===== src/hw/rtl/sdspi_pkg.sv =====
// Shared types and constants for the SD card SPI-mode start-up sequencer.
// Holds the request and result payloads, the sequencer state record and codes.
// No dependencies; every other RTL file of the block imports this package.
package sdspi_pkg;

    // Request kinds carried in the action field.
    localparam logic ACT_START = 1'b0;
    localparam logic ACT_RX    = 1'b1;

    // Configuration register indexes.
    typedef enum logic [1:0] {
        CFG_BLEN_ARG       = 2'd0,
        CFG_OP_COND_LIMIT  = 2'd1,
        CFG_POLL_LIMIT     = 2'd2,
        CFG_WAKE_COUNT     = 2'd3
    } cfg_index_t;

    // Configuration reset values.
    localparam logic [31:0] BLEN_ARG_RST = 32'd512;
    localparam logic [11:0] OP_COND_LIMIT_RST = 12'd2000;
    localparam logic [7:0]  POLL_LIMIT_RST = 8'd16;
    localparam logic [7:0]  WAKE_COUNT_RST = 8'd20;

    // Byte values on the wire.
    localparam logic [7:0] FILL_BYTE   = 8'hFF;
    localparam logic [7:0] CMD_START   = 8'h40;
    localparam logic [7:0] CMD_MASK    = 8'h3F;
    localparam logic [7:0] CMD0_CRC    = 8'h95;
    localparam logic [7:0] R1_IDLE     = 8'h01;
    localparam logic [7:0] R1_READY    = 8'h00;
    localparam logic [2:0] FRAME_LAST  = 3'd5;

    // Sequencer phases.
    typedef enum logic [2:0] {
        PH_IDLE  = 3'd0,
        PH_WAKE  = 3'd1,
        PH_FLUSH = 3'd2,
        PH_FRAME = 3'd3,
        PH_POLL  = 3'd4,
        PH_DONE  = 3'd5
    } phase_t;

    // Commands in the order they are issued.
    typedef enum logic [1:0] {
        CMD_GO_IDLE  = 2'd0,
        CMD_OP_COND  = 2'd1,
        CMD_CRC_ON   = 2'd2,
        CMD_SET_BLEN = 2'd3
    } command_t;

    typedef enum logic [1:0] {
        ST_BUSY = 2'd0,
        ST_OK   = 2'd1,
        ST_FAIL = 2'd2
    } status_t;

    typedef enum logic [2:0] {
        FAIL_NONE  = 3'd0,
        FAIL_CMD0  = 3'd1,
        FAIL_CMD1  = 3'd2,
        FAIL_CMD59 = 3'd3,
        FAIL_CMD16 = 3'd4
    } fail_t;

    // Command index sent in the first frame byte.
    function automatic logic [7:0] cmd_number(input command_t cmd);
        logic [7:0] num;
        unique case (cmd)
            CMD_GO_IDLE:  num = 8'd0;
            CMD_OP_COND:  num = 8'd1;
            CMD_CRC_ON:   num = 8'd59;
            CMD_SET_BLEN: num = 8'd16;
            default:      num = 8'd0;
        endcase
        return num;
    endfunction

    typedef struct packed {
        logic       action;
        logic [7:0] rx_byte;
    } in_item_t;

    typedef struct packed {
        logic       tx_valid;
        logic [7:0] tx_byte;
        logic       cs_low;
        logic       slow_clock;
        logic [1:0] status;
        logic [2:0] failed_step;
    } out_item_t;

    typedef struct packed {
        logic [31:0] blen_arg;
        logic [11:0] op_cond_retry_limit;
        logic [7:0]  response_poll_limit;
        logic [7:0]  wake_byte_count;
    } cfg_regs_t;

    typedef struct packed {
        phase_t      phase;
        command_t    cmd;
        logic [2:0]  frame_idx;
        logic [7:0]  poll_misses;
        logic [11:0] op_attempts;
        logic [7:0]  wake_sent;
        status_t     final_status;
        fail_t       fail_code;
    } seq_state_t;

endpackage


===== src/hw/rtl/sdspi_step.sv =====
// Next-state and result logic of the start-up sequencer for one request.
// Purely combinational; the top level registers both state and result.
// Depends on sdspi_pkg.
module sdspi_step
    import sdspi_pkg::*;
(
    input  seq_state_t cur,
    input  cfg_regs_t  cfg,
    input  in_item_t   item,
    output seq_state_t nxt,
    output out_item_t  result
);

    logic       tx_valid;
    logic [7:0] tx_byte;
    logic       cs_low;
    logic       busy;
    logic       hit;
    logic       ok;
    logic       do_answer;
    logic [7:0] frame_value;
    logic [2:0] frame_sel;
    logic [31:0] arg;

    // Frame byte for the current command; the command does not change while framing.
    always_comb
    begin
        arg = (cur.cmd == CMD_SET_BLEN) ? cfg.blen_arg : 32'd0;
        case (frame_sel)
            3'd0:    frame_value = CMD_START | (cmd_number(cur.cmd) & CMD_MASK);
            3'd1:    frame_value = arg[31:24];
            3'd2:    frame_value = arg[23:16];
            3'd3:    frame_value = arg[15:8];
            3'd4:    frame_value = arg[7:0];
            default: frame_value = (cur.cmd == CMD_GO_IDLE) ? CMD0_CRC : FILL_BYTE;
        endcase
    end

    // Response detection while polling.
    always_comb
    begin
        if (cur.cmd == CMD_GO_IDLE)
        begin
            hit = (item.rx_byte == R1_IDLE);
            ok  = 1'b1;
        end
        else
        begin
            hit = (item.rx_byte != FILL_BYTE);
            ok  = (item.rx_byte == R1_READY);
        end
        if (!hit)
        begin
            ok = 1'b0;
        end
        do_answer = hit || (cur.poll_misses >= cfg.response_poll_limit);
    end

    // Phase sequencing for one exchange.
    always_comb
    begin
        nxt       = cur;
        tx_valid  = 1'b0;
        tx_byte   = FILL_BYTE;
        cs_low    = 1'b0;
        frame_sel = 3'd0;

        if (item.action == ACT_START)
        begin
            nxt.final_status = ST_BUSY;
            nxt.fail_code    = FAIL_NONE;
            nxt.op_attempts  = '0;
            nxt.wake_sent    = '0;
            tx_valid         = 1'b1;
            if (cfg.wake_byte_count != 8'd0)
            begin
                nxt.phase     = PH_WAKE;
                nxt.wake_sent = 8'd1;
            end
            else
            begin
                nxt.phase       = PH_FLUSH;
                nxt.cmd         = CMD_GO_IDLE;
                nxt.frame_idx   = '0;
                nxt.poll_misses = '0;
            end
        end
        else
        begin
            unique case (cur.phase)
                PH_WAKE:
                begin
                    tx_valid = 1'b1;
                    if (cur.wake_sent < cfg.wake_byte_count)
                    begin
                        nxt.wake_sent = cur.wake_sent + 8'd1;
                    end
                    else
                    begin
                        nxt.phase       = PH_FLUSH;
                        nxt.cmd         = CMD_GO_IDLE;
                        nxt.frame_idx   = '0;
                        nxt.poll_misses = '0;
                    end
                end
                PH_FLUSH:
                begin
                    nxt.phase     = PH_FRAME;
                    nxt.frame_idx = '0;
                    frame_sel     = 3'd0;
                    tx_valid      = 1'b1;
                    tx_byte       = frame_value;
                    cs_low        = 1'b1;
                end
                PH_FRAME:
                begin
                    tx_valid = 1'b1;
                    cs_low   = 1'b1;
                    if (cur.frame_idx < FRAME_LAST)
                    begin
                        nxt.frame_idx = cur.frame_idx + 3'd1;
                        frame_sel     = cur.frame_idx + 3'd1;
                        tx_byte       = frame_value;
                    end
                    else
                    begin
                        nxt.phase       = PH_POLL;
                        nxt.poll_misses = '0;
                    end
                end
                PH_POLL:
                begin
                    if (do_answer)
                    begin
                        // Default to a flush of the following command.
                        tx_valid        = 1'b1;
                        nxt.phase       = PH_FLUSH;
                        nxt.frame_idx   = '0;
                        nxt.poll_misses = '0;
                        case (cur.cmd)
                            CMD_GO_IDLE:
                            begin
                                if (ok)
                                begin
                                    nxt.op_attempts = '0;
                                    nxt.cmd         = CMD_OP_COND;
                                end
                                else
                                begin
                                    nxt.fail_code = FAIL_CMD0;
                                end
                            end
                            CMD_OP_COND:
                            begin
                                if (ok)
                                begin
                                    nxt.cmd = CMD_CRC_ON;
                                end
                                else if (cur.op_attempts >= cfg.op_cond_retry_limit)
                                begin
                                    nxt.fail_code = FAIL_CMD1;
                                end
                                else
                                begin
                                    nxt.op_attempts = cur.op_attempts + 12'd1;
                                    nxt.cmd         = CMD_OP_COND;
                                end
                            end
                            CMD_CRC_ON:
                            begin
                                if (ok)
                                begin
                                    nxt.cmd = CMD_SET_BLEN;
                                end
                                else
                                begin
                                    nxt.fail_code = FAIL_CMD59;
                                end
                            end
                            default:
                            begin
                                nxt.fail_code = ok ? FAIL_NONE : FAIL_CMD16;
                            end
                        endcase

                        // Finishing: restore the untouched counters and stop.
                        if ((cur.cmd == CMD_SET_BLEN) || (nxt.fail_code != FAIL_NONE))
                        begin
                            nxt.phase        = PH_DONE;
                            nxt.frame_idx    = cur.frame_idx;
                            nxt.poll_misses  = cur.poll_misses;
                            nxt.final_status = (nxt.fail_code == FAIL_NONE) ? ST_OK : ST_FAIL;
                            tx_valid         = 1'b0;
                        end
                    end
                    else
                    begin
                        nxt.poll_misses = cur.poll_misses + 8'd1;
                        tx_valid        = 1'b1;
                        cs_low          = 1'b1;
                    end
                end
                default:
                begin
                    tx_valid = 1'b0;
                end
            endcase
        end
    end

    // Status fields follow the state after this exchange.
    always_comb
    begin
        busy               = (nxt.phase != PH_DONE) && (nxt.phase != PH_IDLE);
        result.tx_valid    = tx_valid;
        result.tx_byte     = tx_byte;
        result.cs_low      = cs_low;
        result.slow_clock  = busy || (nxt.final_status == ST_FAIL);
        result.status      = busy ? ST_BUSY : nxt.final_status;
        result.failed_step = busy ? FAIL_NONE : nxt.fail_code;
    end

endmodule


===== src/hw/rtl/sd_spi_init_sequencer.sv =====
// SD card SPI-mode start-up sequencer: top level with request, result and
// configuration ports. An accepted request passes through an input register, then
// the step logic into the result register, before its result appears on the result port.
// Throughput is one request per cycle while out_stall is low; the sequencer state
// updates in the same cycle that a result is registered. Reset clears all control
// state and loads the configuration defaults; no clearing pass is needed.
module sd_spi_init_sequencer
    import sdspi_pkg::*;
(
    input  logic        clk,
    input  logic        rst_n,
    input  logic        in_valid,
    output logic        in_stall,
    input  in_item_t    in_data,
    output logic        out_valid,
    input  logic        out_stall,
    output out_item_t   out_data,
    input  logic        cfg_valid,
    output logic        cfg_ready,
    input  logic [1:0]  cfg_index,
    input  logic [31:0] cfg_data
);

    logic       in_vld_reg;
    in_item_t   in_item_reg;
    logic       out_vld_reg;
    out_item_t  out_item_reg;
    seq_state_t state_reg;
    seq_state_t state_next;
    out_item_t  step_result;
    cfg_regs_t  cfg_reg;
    logic       process;

    // Handshake: a held request is processed once the result register is free.
    assign process   = in_vld_reg && (!out_vld_reg || !out_stall);
    assign in_stall  = in_vld_reg && !process;
    assign out_valid = out_vld_reg;
    assign out_data  = out_item_reg;
    assign cfg_ready = 1'b1;

    // Configuration register writes.
    always_ff @(posedge clk or negedge rst_n)
    begin
        if (!rst_n)
        begin
            cfg_reg.blen_arg            <= BLEN_ARG_RST;
            cfg_reg.op_cond_retry_limit <= OP_COND_LIMIT_RST;
            cfg_reg.response_poll_limit <= POLL_LIMIT_RST;
            cfg_reg.wake_byte_count     <= WAKE_COUNT_RST;
        end
        else if (cfg_valid && cfg_ready)
        begin
            unique case (cfg_index_t'(cfg_index))
                CFG_BLEN_ARG:      cfg_reg.blen_arg            <= cfg_data;
                CFG_OP_COND_LIMIT: cfg_reg.op_cond_retry_limit <= cfg_data[11:0];
                CFG_POLL_LIMIT:    cfg_reg.response_poll_limit <= cfg_data[7:0];
                CFG_WAKE_COUNT:    cfg_reg.wake_byte_count     <= cfg_data[7:0];
                default:           cfg_reg.blen_arg            <= cfg_reg.blen_arg;
            endcase
        end
    end

    // Input register.
    always_ff @(posedge clk or negedge rst_n)
    begin
        if (!rst_n)
        begin
            in_vld_reg <= 1'b0;
        end
        else if (!in_stall)
        begin
            in_vld_reg <= in_valid;
        end
    end

    always_ff @(posedge clk)
    begin
        if (in_valid && !in_stall)
        begin
            in_item_reg <= in_data;
        end
    end

    sdspi_step u_step (
        .cur    (state_reg),
        .cfg    (cfg_reg),
        .item   (in_item_reg),
        .nxt    (state_next),
        .result (step_result)
    );

    // Sequencer state and result valid.
    always_ff @(posedge clk or negedge rst_n)
    begin
        if (!rst_n)
        begin
            state_reg.phase        <= PH_IDLE;
            state_reg.cmd          <= CMD_GO_IDLE;
            state_reg.frame_idx    <= '0;
            state_reg.poll_misses  <= '0;
            state_reg.op_attempts  <= '0;
            state_reg.wake_sent    <= '0;
            state_reg.final_status <= ST_BUSY;
            state_reg.fail_code    <= FAIL_NONE;
            out_vld_reg            <= 1'b0;
        end
        else
        begin
            if (process)
            begin
                state_reg   <= state_next;
                out_vld_reg <= 1'b1;
            end
            else if (!out_stall)
            begin
                out_vld_reg <= 1'b0;
            end
        end
    end

    // Result payload.
    always_ff @(posedge clk)
    begin
        if (process)
        begin
            out_item_reg <= step_result;
        end
    end

endmodule


===== config.mk =====
export PLATFORM = sky130hd
export DESIGN_NAME = sd_spi_init_sequencer
export DESIGN_NICKNAME = d
export VERILOG_FILES = /design/src/hw/rtl/sdspi_pkg.sv /design/src/hw/rtl/sdspi_step.sv /design/src/hw/rtl/sd_spi_init_sequencer.sv
export SDC_FILE = /design/constraint.sdc
export NUM_CORES = 1
export LEC_CHECK = 0
export BUFFER_PORTS_ARGS = -buffer_cell sky130_fd_sc_hd__buf_2
export CAP_MARGIN = 15
export CORE_AREA = 5 5 131 102
export CTS_BUF_LIST = sky130_fd_sc_hd__clkbuf_4 sky130_fd_sc_hd__clkbuf_8
export DETAILED_ROUTE_END_ITERATION = 12
export DIE_AREA = 0 0 136 107
export PLACE_DENSITY = 0.8
export SETUP_SLACK_MARGIN = 0.02
export SLEW_MARGIN = 20
export SYNTH_ARGS = -nofsm -noshare
export SYNTH_HDL_FRONTEND = slang
export SYNTH_SLANG_ARGS = --single-unit

===== constraint.sdc =====
create_clock -name clk -period 6.45 [get_ports clk]
set_clock_uncertainty 0.1 [all_clocks]
set_input_delay 1.29 -clock clk [delete_from_list [all_inputs] [get_ports clk]]
set_output_delay 1.29 -clock clk [all_outputs]
set_load 0.05 [all_outputs]

==> results of run 1 <==
per-layer routing:
| metal | track usage | part of all wire | up-vias |
|---|---|---|---|
| li1 | - | - | 2578 |
| met1 | 0.3347 | 0.45 | 2699 |
| met2 | 0.3572 | 0.46 | 216 |
| met3 | 0.05769 | 0.076 | 26 |
| met4 | 0.06691 | 0.014 | 0 |
| met5 | 0 | 0 | - |
cell usage after synthesis, types with 9 or more instances:
cell type | instances | area share
sky130_fd_sc_hd__a21oi_1 | 43 | 0.031
sky130_fd_sc_hd__inv_1 | 42 | 0.023
sky130_fd_sc_hd__ha_1 | 37 | 0.066
sky130_fd_sc_hd__edfxtp_1 | 25 | 0.11
sky130_fd_sc_hd__clkbuf_1 | 15 | 0.0080
sky130_fd_sc_hd__nand3_1 | 17 | 0.012
sky130_fd_sc_hd__a31oi_1 | 18 | 0.016
sky130_fd_sc_hd__nor3_1 | 14 | 0.010
sky130_fd_sc_hd__or3_1 | 9 | 0.0080
sky130_fd_sc_hd__nand2_1 | 68 | 0.036
sky130_fd_sc_hd__xnor2_1 | 10 | 0.013
sky130_fd_sc_hd__dfstp_2 | 10 | 0.038
sky130_fd_sc_hd__mux2_2 | 63 | 0.10
sky130_fd_sc_hd__dfrtp_1 | 93 | 0.33
sky130_fd_sc_hd__o21ai_0 | 35 | 0.025
sky130_fd_sc_hd__nor2_1 | 38 | 0.020
sky130_fd_sc_hd__and3_1 | 12 | 0.011
cells by family after synthesis:
group                    share of synthesized area
AO/OA/AOI/OAI                               0.1547
XOR/XNOR                                   0.01503
adder cells (fa/ha/maj)                    0.06619
buffers and inverters                      0.03685
flip-flops                                  0.4776
multiplexers                                0.1043
other                                    0.0005362
AND/OR/NAND/NOR                             0.1447
final cells by class:
type / count / area [um^2] / share of cell area
tap: 166 / 207.7 / 0.02637
sequential: 128 / 3341 / 0.4241
clock inverter: 14 / 166.4 / 0.02113
multi-input combinational: 476 / 3406 / 0.4324
clock buffer: 18 / 247.7 / 0.03145
timing repair buffer: 67 / 346.6 / 0.04400
inverter: 43 / 161.4 / 0.02049
metrics by stage:
step	hold WS, ns	power [W]
2_1_floorplan	0.3574	0.001315
3_3_place_gp	0.3731	0.001413
3_5_place_dp	0.3805	0.001441
4_1_cts	0.3971	0.002165
5_1_grt	0.4172	0.002262
6_report	0.3971	0.002158
worst reg2reg max path: cells and delay by family, from the launching register on:
kind | cells | cell delay [ns]
flip-flops | 1 | 0.80
AO/OA/AOI/OAI | 2 | 0.46
AND/OR/NAND/NOR | 6 | 1.92
how the worst max path moves through the flow:
stage	from	endpoint	slack [ns]	cells past startpoint
after floorplan	out_stall	in_stall	3.33	2
after global placement	out_stall	state_reg[20]$_DFFE_PN0P_	2.45	9
after detailed placement	out_stall	state_reg[20]$_DFFE_PN0P_	2.29	9
after CTS	out_stall	state_reg[20]$_DFFE_PN0P_	2.78	9
after global routing	out_stall	state_reg[20]$_DFFE_PN0P_	2.42	9
final	out_stall	state_reg[20]$_DFFE_PN0P_	2.71	9
power groups by stage:
stage,Sequential [W],Clock [W],Combinational [W]
after CTS,0.00104,0.000737,0.000393
final,0.00104,0.000727,0.000392
after detailed placement,0.00105,0,0.000390
after floorplan,0.00104,0,0.000275
after global placement,0.00104,0,0.000370
after global routing,0.00105,0.000774,0.000435
==> impl_metrics.xml, run 1 <==
<?xml version="1.0" encoding="UTF-8"?>
<metrics>
  <group name="finish">
    <metric name="drive_gt1_frac" unit="">0.2601</metric>
    <metric name="area_growth" unit="%">12.61</metric>
    <metric name="most_common_library_cell_in_the_layout_ignoring_fill_and_taps" unit="">sky130_fd_sc_hd__dfrtp_1</metric>
    <metric name="leading_cell_types_in_the_layout_fill_and_taps_excluded" unit="">sky130_fd_sc_hd__dfrtp_1, sky130_fd_sc_hd__nand2_1, sky130_fd_sc_hd__buf_2</metric>
    <metric name="layoutNonFillerInstCount" unit="">912</metric>
    <metric name="insertedDiodeCount" unit="">0</metric>
    <metric name="post-route-util" unit="">0.6588</metric>
    <metric name="largest_register_ffs" unit="">60</metric>
    <metric name="finalNetCount" unit="">818</metric>
    <metric name="fill_cells" unit="">913</metric>
    <metric name="design_area" unit="um^2">7876</metric>
  </group>
  <group name="job">
    <metric name="cap_viol_max_count" unit="">0</metric>
  </group>
  <group name="power">
    <metric name="ir_drop" unit="V">0.0001755</metric>
    <metric name="swShare" unit="">0.3167</metric>
    <metric name="pwr-share-clk" unit="">0.337</metric>
    <metric name="cellLeakagePower" unit="nW">3.433</metric>
    <metric name="power_per_cell_area" unit="nW/um^2">274.0</metric>
    <metric name="power.share.combinational" unit="">0.182</metric>
    <metric name="power.internal" unit="W">0.001474</metric>
    <metric name="power.sequential.fraction" unit="">0.481</metric>
    <metric name="netSwitchingPower" unit="W">0.0006834</metric>
  </group>
  <group name="worst_setup_path">
    <metric name="worst-r2r-cell-count" unit="">8</metric>
    <metric name="wp_data_required" unit="ns">6.70</metric>
    <metric name="arrival" unit="ns">3.99</metric>
    <metric name="timing.critical_path.fanout_max" unit="">24</metric>
    <metric name="cells_traversed_along_the_worst_timing_path" unit="">buf_2 &gt; nand2_1 &gt; nand2_1 &gt; clkinv_1 &gt; nand2_1 &gt; a21oi_1 &gt; nand2b_1 &gt; a21oi_1 &gt; a31o_2</metric>
    <metric name="family_of_cells_with_the_greatest_summed_delay_on_the_critical_path" unit="">compound AO/OA/AOI/OAI gates</metric>
    <metric name="r2r_slack" unit="ns">3.04</metric>
    <metric name="critical_path_class" unit="">in2reg</metric>
    <metric name="regToRegEndpoint" unit="">out_data[10]$_SDFFCE_PN1P_</metric>
    <metric name="startpoint_of_the_worst_register_to_register_path" unit="">in_item_reg[8]$_DFFE_PP_</metric>
    <metric name="worst_setup_path_end_kind" unit="">flip-flop</metric>
    <metric name="cpMostUsedCell" unit="">sky130_fd_sc_hd__nand2_1</metric>
    <metric name="cpPeakStageDelay" unit="ns">0.78</metric>
    <metric name="cp_num_buf_inv" unit="">2</metric>
    <metric name="critical-path-slowest-cell" unit="">sky130_fd_sc_hd__a21oi_1</metric>
    <metric name="critical_path.startpoint_type" unit="">input port</metric>
  </group>
  <group name="die">
    <metric name="dieWidth" unit="um">136</metric>
    <metric name="core_region_area" unit="um^2">11960</metric>
    <metric name="die_area" unit="um^2">14550</metric>
    <metric name="ioPinCount" unit="">67</metric>
    <metric name="chipHeight" unit="um">107</metric>
    <metric name="initial_core_util" unit="">0.5850</metric>
    <metric name="placement_rows" unit="">35</metric>
  </group>
  <group name="timing">
    <metric name="final.period_utilization" unit="">0.5793</metric>
    <metric name="final-hold-violation-count" unit="">0</metric>
    <metric name="maximum_operating_frequency" unit="MHz">267.6</metric>
    <metric name="timing_max_transition_violations_final" unit="">0</metric>
    <metric name="worstMarginPinSlew" unit="ns">0.9822</metric>
    <metric name="slew_limit_headroom" unit="">0.3435</metric>
    <metric name="timing.setup.tns" unit="ns">0</metric>
    <metric name="setup-violations-final" unit="">0</metric>
    <metric name="layout_setup_ws" unit="ns">2.714</metric>
    <metric name="rsz0062_at_grt" unit="">no</metric>
    <metric name="final_period_minus_worst_setup_slack" unit="ns">3.736</metric>
  </group>
  <group name="yosys">
    <metric name="post_synth_instance_area" unit="um^2">6994</metric>
    <metric name="seq_area_frac_synth" unit="">0.4776</metric>
    <metric name="yosysUniqueCellTypes" unit="">72</metric>
    <metric name="synth_cells" unit="">669</metric>
    <metric name="synth.yosys.warnings" unit="">0</metric>
    <metric name="yosys_most_used_dff" unit="">sky130_fd_sc_hd__dfrtp_1</metric>
    <metric name="synth-edff-count" unit="">25</metric>
    <metric name="synth_nets" unit="">754</metric>
    <metric name="ys_seq_elements" unit="">128</metric>
    <metric name="asyncSetResetFlopFracSynth" unit="">0.8047</metric>
    <metric name="synthesis.area_per_instance" unit="um^2">10.45</metric>
  </group>
  <group name="grt">
    <metric name="number_of_antenna_violations_at_the_first_check_in_global_routing" unit="">0</metric>
    <metric name="gr-usage-all-layers" unit="">0.2345</metric>
    <metric name="first_global_vias" unit="">5348</metric>
    <metric name="grt_overflow_total" unit="">0</metric>
    <metric name="global_route_wire_length_before_repair" unit="um">26760</metric>
    <metric name="grt_start_max_net_pins" unit="">81</metric>
  </group>
  <group name="placement">
    <metric name="detailed_place.area" unit="um^2">7453</metric>
    <metric name="routabilityCongestion" unit="">0.8779</metric>
    <metric name="buffer_ports.inserted" unit="">65</metric>
    <metric name="post-dp-hpwl" unit="um">12180</metric>
    <metric name="dpl.cell_count" unit="">880</metric>
    <metric name="dp_slack" unit="ns">2.290</metric>
  </group>
  <group name="hold_path">
    <metric name="hold_path_startpoint" unit="">in_vld_reg$_DFFE_PN0N_</metric>
    <metric name="min_to" unit="">out_valid$_DFFE_PN0P_</metric>
    <metric name="hold_path_class" unit="">reg2reg</metric>
    <metric name="min_delay_path_depth" unit="">1</metric>
  </group>
  <group name="clock_tree">
    <metric name="cts-root-to-sink-buffers" unit="">2</metric>
    <metric name="cts_tree" unit="">done</metric>
    <metric name="cts_resized" unit="">0</metric>
    <metric name="htree_levels" unit="">4</metric>
    <metric name="path_clk_slew" unit="ns">0.08</metric>
    <metric name="cts_hold_buf" unit="">0</metric>
    <metric name="cts_buffers" unit="">17</metric>
    <metric name="insertion_delay" unit="ns">0.46</metric>
    <metric name="cts_setup_buffers" unit="">0</metric>
    <metric name="root_buffer" unit="">sky130_fd_sc_hd__clkbuf_8</metric>
    <metric name="tritoncts_num_sinks" unit="">128</metric>
  </group>
  <group name="routing">
    <metric name="final_routed_drc_violation_total" unit="">0</metric>
    <metric name="detailedRoute.firstIterationViolations" unit="">567</metric>
    <metric name="wl_per_cell" unit="um">18.14</metric>
    <metric name="drtAntennaViolNets" unit="">0</metric>
    <metric name="dr_total_vias" unit="">5519</metric>
    <metric name="final_wirelength" unit="um">16550</metric>
    <metric name="vias_per_cell" unit="">6.052</metric>
    <metric name="drt-pass1-iter-count" unit="">5</metric>
  </group>
  <group name="run_status">
    <metric name="run_status" unit="">finished clean</metric>
  </group>
</metrics>
Power figures use the tool's default switching activity.
==> run 2: changes to the inputs <==
Settings changed: CORE_AREA 5 5 131 102 to 5 5 136 105, DIE_AREA 0 0 136 107 to 0 0 141 110, PLACE_DENSITY 0.8 to 0.78.
Clock period 6.45 ns to 3.3 ns, I/O delays scaled along.
==> impl_metrics.xml, run 2 (synthesis gave the netlist of run 1 again) <==
<?xml version="1.0" encoding="UTF-8"?>
<metrics>
  <group name="routing">
    <metric name="detailedRoute.firstIterationViolations" unit="">552</metric>
    <metric name="final_wirelength" unit="um">16870</metric>
    <metric name="wl_per_cell" unit="um">18.10</metric>
    <metric name="vias_per_cell" unit="">5.970</metric>
    <metric name="dr_total_vias" unit="">5564</metric>
    <metric name="drt-pass1-iter-count" unit="">8</metric>
    <metric name="drtAntennaViolNets" unit="">0</metric>
    <metric name="final_routed_drc_violation_total" unit="">0</metric>
  </group>
  <group name="die">
    <metric name="core_region_area" unit="um^2">12790</metric>
    <metric name="chipHeight" unit="um">110</metric>
    <metric name="dieWidth" unit="um">141</metric>
    <metric name="die_area" unit="um^2">15510</metric>
    <metric name="ioPinCount" unit="">67</metric>
    <metric name="placement_rows" unit="">36</metric>
    <metric name="initial_core_util" unit="">0.5468</metric>
  </group>
  <group name="grt">
    <metric name="global_route_wire_length_before_repair" unit="um">27270</metric>
    <metric name="gr-usage-all-layers" unit="">0.2263</metric>
    <metric name="first_global_vias" unit="">5331</metric>
    <metric name="number_of_antenna_violations_at_the_first_check_in_global_routing" unit="">0</metric>
    <metric name="grt_overflow_total" unit="">0</metric>
    <metric name="grt_start_max_net_pins" unit="">54</metric>
  </group>
  <group name="clock_tree">
    <metric name="cts_resized" unit="">0</metric>
    <metric name="htree_levels" unit="">4</metric>
    <metric name="insertion_delay" unit="ns">0.47</metric>
    <metric name="cts_tree" unit="">done</metric>
    <metric name="cts_buffers" unit="">17</metric>
    <metric name="cts_hold_buf" unit="">0</metric>
    <metric name="tritoncts_num_sinks" unit="">128</metric>
    <metric name="cts-root-to-sink-buffers" unit="">2</metric>
    <metric name="root_buffer" unit="">sky130_fd_sc_hd__clkbuf_8</metric>
    <metric name="cts_setup_buffers" unit="">0</metric>
    <metric name="path_clk_slew" unit="ns">0.09</metric>
  </group>
  <group name="finish">
    <metric name="post-route-util" unit="">0.6242</metric>
    <metric name="drive_gt1_frac" unit="">0.2746</metric>
    <metric name="fill_cells" unit="">1002</metric>
    <metric name="insertedDiodeCount" unit="">0</metric>
    <metric name="finalNetCount" unit="">833</metric>
    <metric name="leading_cell_types_in_the_layout_fill_and_taps_excluded" unit="">sky130_fd_sc_hd__dfrtp_1, sky130_fd_sc_hd__nand2_1, sky130_fd_sc_hd__buf_2</metric>
    <metric name="most_common_library_cell_in_the_layout_ignoring_fill_and_taps" unit="">sky130_fd_sc_hd__dfrtp_1</metric>
    <metric name="largest_register_ffs" unit="">60</metric>
    <metric name="area_growth" unit="%">14.17</metric>
  </group>
  <group name="timing">
    <metric name="slew_limit_headroom" unit="">0.5312</metric>
    <metric name="rsz0062_at_grt" unit="">no</metric>
    <metric name="setup-violations-final" unit="">0</metric>
    <metric name="final.period_utilization" unit="">0.9529</metric>
    <metric name="worstMarginPinSlew" unit="ns">0.7032</metric>
    <metric name="layout_setup_ws" unit="ns">0.1554</metric>
    <metric name="timing_max_transition_violations_final" unit="">0</metric>
    <metric name="maximum_operating_frequency" unit="MHz">318.0</metric>
    <metric name="final_period_minus_worst_setup_slack" unit="ns">3.145</metric>
    <metric name="final-hold-violation-count" unit="">0</metric>
    <metric name="fin_hold_ws" unit="ns">0.1350</metric>
    <metric name="timing.setup.tns" unit="ns">0</metric>
  </group>
  <group name="worst_setup_path">
    <metric name="timing.critical_path.fanout_max" unit="">6</metric>
    <metric name="startpoint_of_the_worst_register_to_register_path" unit="">cfg_reg[23]$_DFFE_PN1P_</metric>
    <metric name="critical_path_class" unit="">reg2reg</metric>
    <metric name="family_of_cells_with_the_greatest_summed_delay_on_the_critical_path" unit="">compound AO/OA/AOI/OAI gates</metric>
    <metric name="arrival" unit="ns">3.25</metric>
    <metric name="critical-path-slowest-cell" unit="">sky130_fd_sc_hd__dfstp_2</metric>
    <metric name="wp_data_required" unit="ns">3.41</metric>
    <metric name="worst_setup_path_end_kind" unit="">flip-flop</metric>
    <metric name="cpPeakStageDelay" unit="ns">0.54</metric>
    <metric name="r2r_slack" unit="ns">0.16</metric>
    <metric name="critical_path.startpoint_type" unit="">flip-flop</metric>
    <metric name="cp_num_buf_inv" unit="">1</metric>
    <metric name="regToRegEndpoint" unit="">out_data[5]$_DFFE_PP_</metric>
    <metric name="worst-r2r-cell-count" unit="">10</metric>
    <metric name="cells_traversed_along_the_worst_timing_path" unit="">inv_1 &gt; ha_1 &gt; nand2_1 &gt; or3_1 &gt; o221ai_2 &gt; a21oi_4 &gt; a2111o_1 &gt; a31oi_2 &gt; o2111ai_2 &gt; o21bai_1</metric>
  </group>
  <group name="power">
    <metric name="cellLeakagePower" unit="nW">3.499</metric>
    <metric name="ir_drop" unit="V">0.0002864</metric>
    <metric name="power_per_cell_area" unit="nW/um^2">519.9</metric>
  </group>
  <group name="job">
    <metric name="cap_viol_max_count" unit="">0</metric>
  </group>
  <group name="placement">
    <metric name="dp_slack" unit="ns">0.1650</metric>
    <metric name="buffer_ports.inserted" unit="">65</metric>
    <metric name="post-dp-hpwl" unit="um">12480</metric>
    <metric name="routabilityCongestion" unit="">0.9321</metric>
  </group>
  <group name="run_status">
    <metric name="run_status" unit="">finished clean</metric>
  </group>
  <group name="hold_path">
    <metric name="hold_path_class" unit="">in2async</metric>
  </group>
</metrics>
==> run 2: changes by cell type in the layout (fill, tap and decap cells not counted), sizes merged <==
| cell | delta |
|---|---|
| buf | +15 |
| bufinv | -2 |
| clkinv | +2 |
| clkbuf | -1 |
| inv | +1 |
==> run 2: layout make-up <==
cell class / count / area, um^2 / area share
Clock inverter: 15 / 160.2 / 0.02006
Sequential cell: 128 / 3341 / 0.4184
Tap cell: 171 / 214.0 / 0.02679
Timing Repair Buffer: 82 / 467.9 / 0.05860
Inverter: 43 / 161.4 / 0.02021
Multi-Input combinational cell: 476 / 3407 / 0.4267
Clock buffer: 17 / 234.0 / 0.02930
==> run 2: where the power goes <==
| part | switching, W | internal (W) |
|---|---|---|
| logic | 0.000451 | 0.000332 |
| clock network | 0.000776 | 0.000571 |
| registers | 0.000180 | 0.00184 |
| total | 0.00141 | 0.00274 |
==> run 2: worst max path at each step <==
stage	start	end	slack (ns)	depth (start not counted)
after floorplan	cfg_reg[23]$_DFFE_PN1P_	out_data[5]$_DFFE_PP_	0.38	10
final	cfg_reg[23]$_DFFE_PN1P_	out_data[5]$_DFFE_PP_	0.16	10
after global placement	cfg_reg[23]$_DFFE_PN1P_	out_data[5]$_DFFE_PP_	0.24	10
after detailed placement	cfg_reg[20]$_DFFE_PN1P_	out_data[5]$_DFFE_PP_	0.17	10
after global routing	state_reg[15]$_DFFE_PN0P_	state_reg[26]$_DFFE_PN0P_	0.05	9
after CTS	cfg_reg[23]$_DFFE_PN1P_	out_data[5]$_DFFE_PP_	0.14	10
==> run 2: per-stage QoR <==
step                total power, W  cells  area [um^2]
floorplan                 0.002571    669         6994
global route              0.004364    932         7985
CTS                       0.004165    932         7979
finish                    0.004152    932         7985
detailed placement        0.002826    900         7585
global placement          0.002779    900         7585
==> run 2: layer usage <==
layer  GRT usage  vias to the layer above  part of all wire
met4     0.06985                        0             0.014
met5           0                        -                 0
li1            -                     2615                 -
met3     0.05175                       24             0.060
met1      0.3253                     2737              0.46
met2      0.3449                      188              0.47
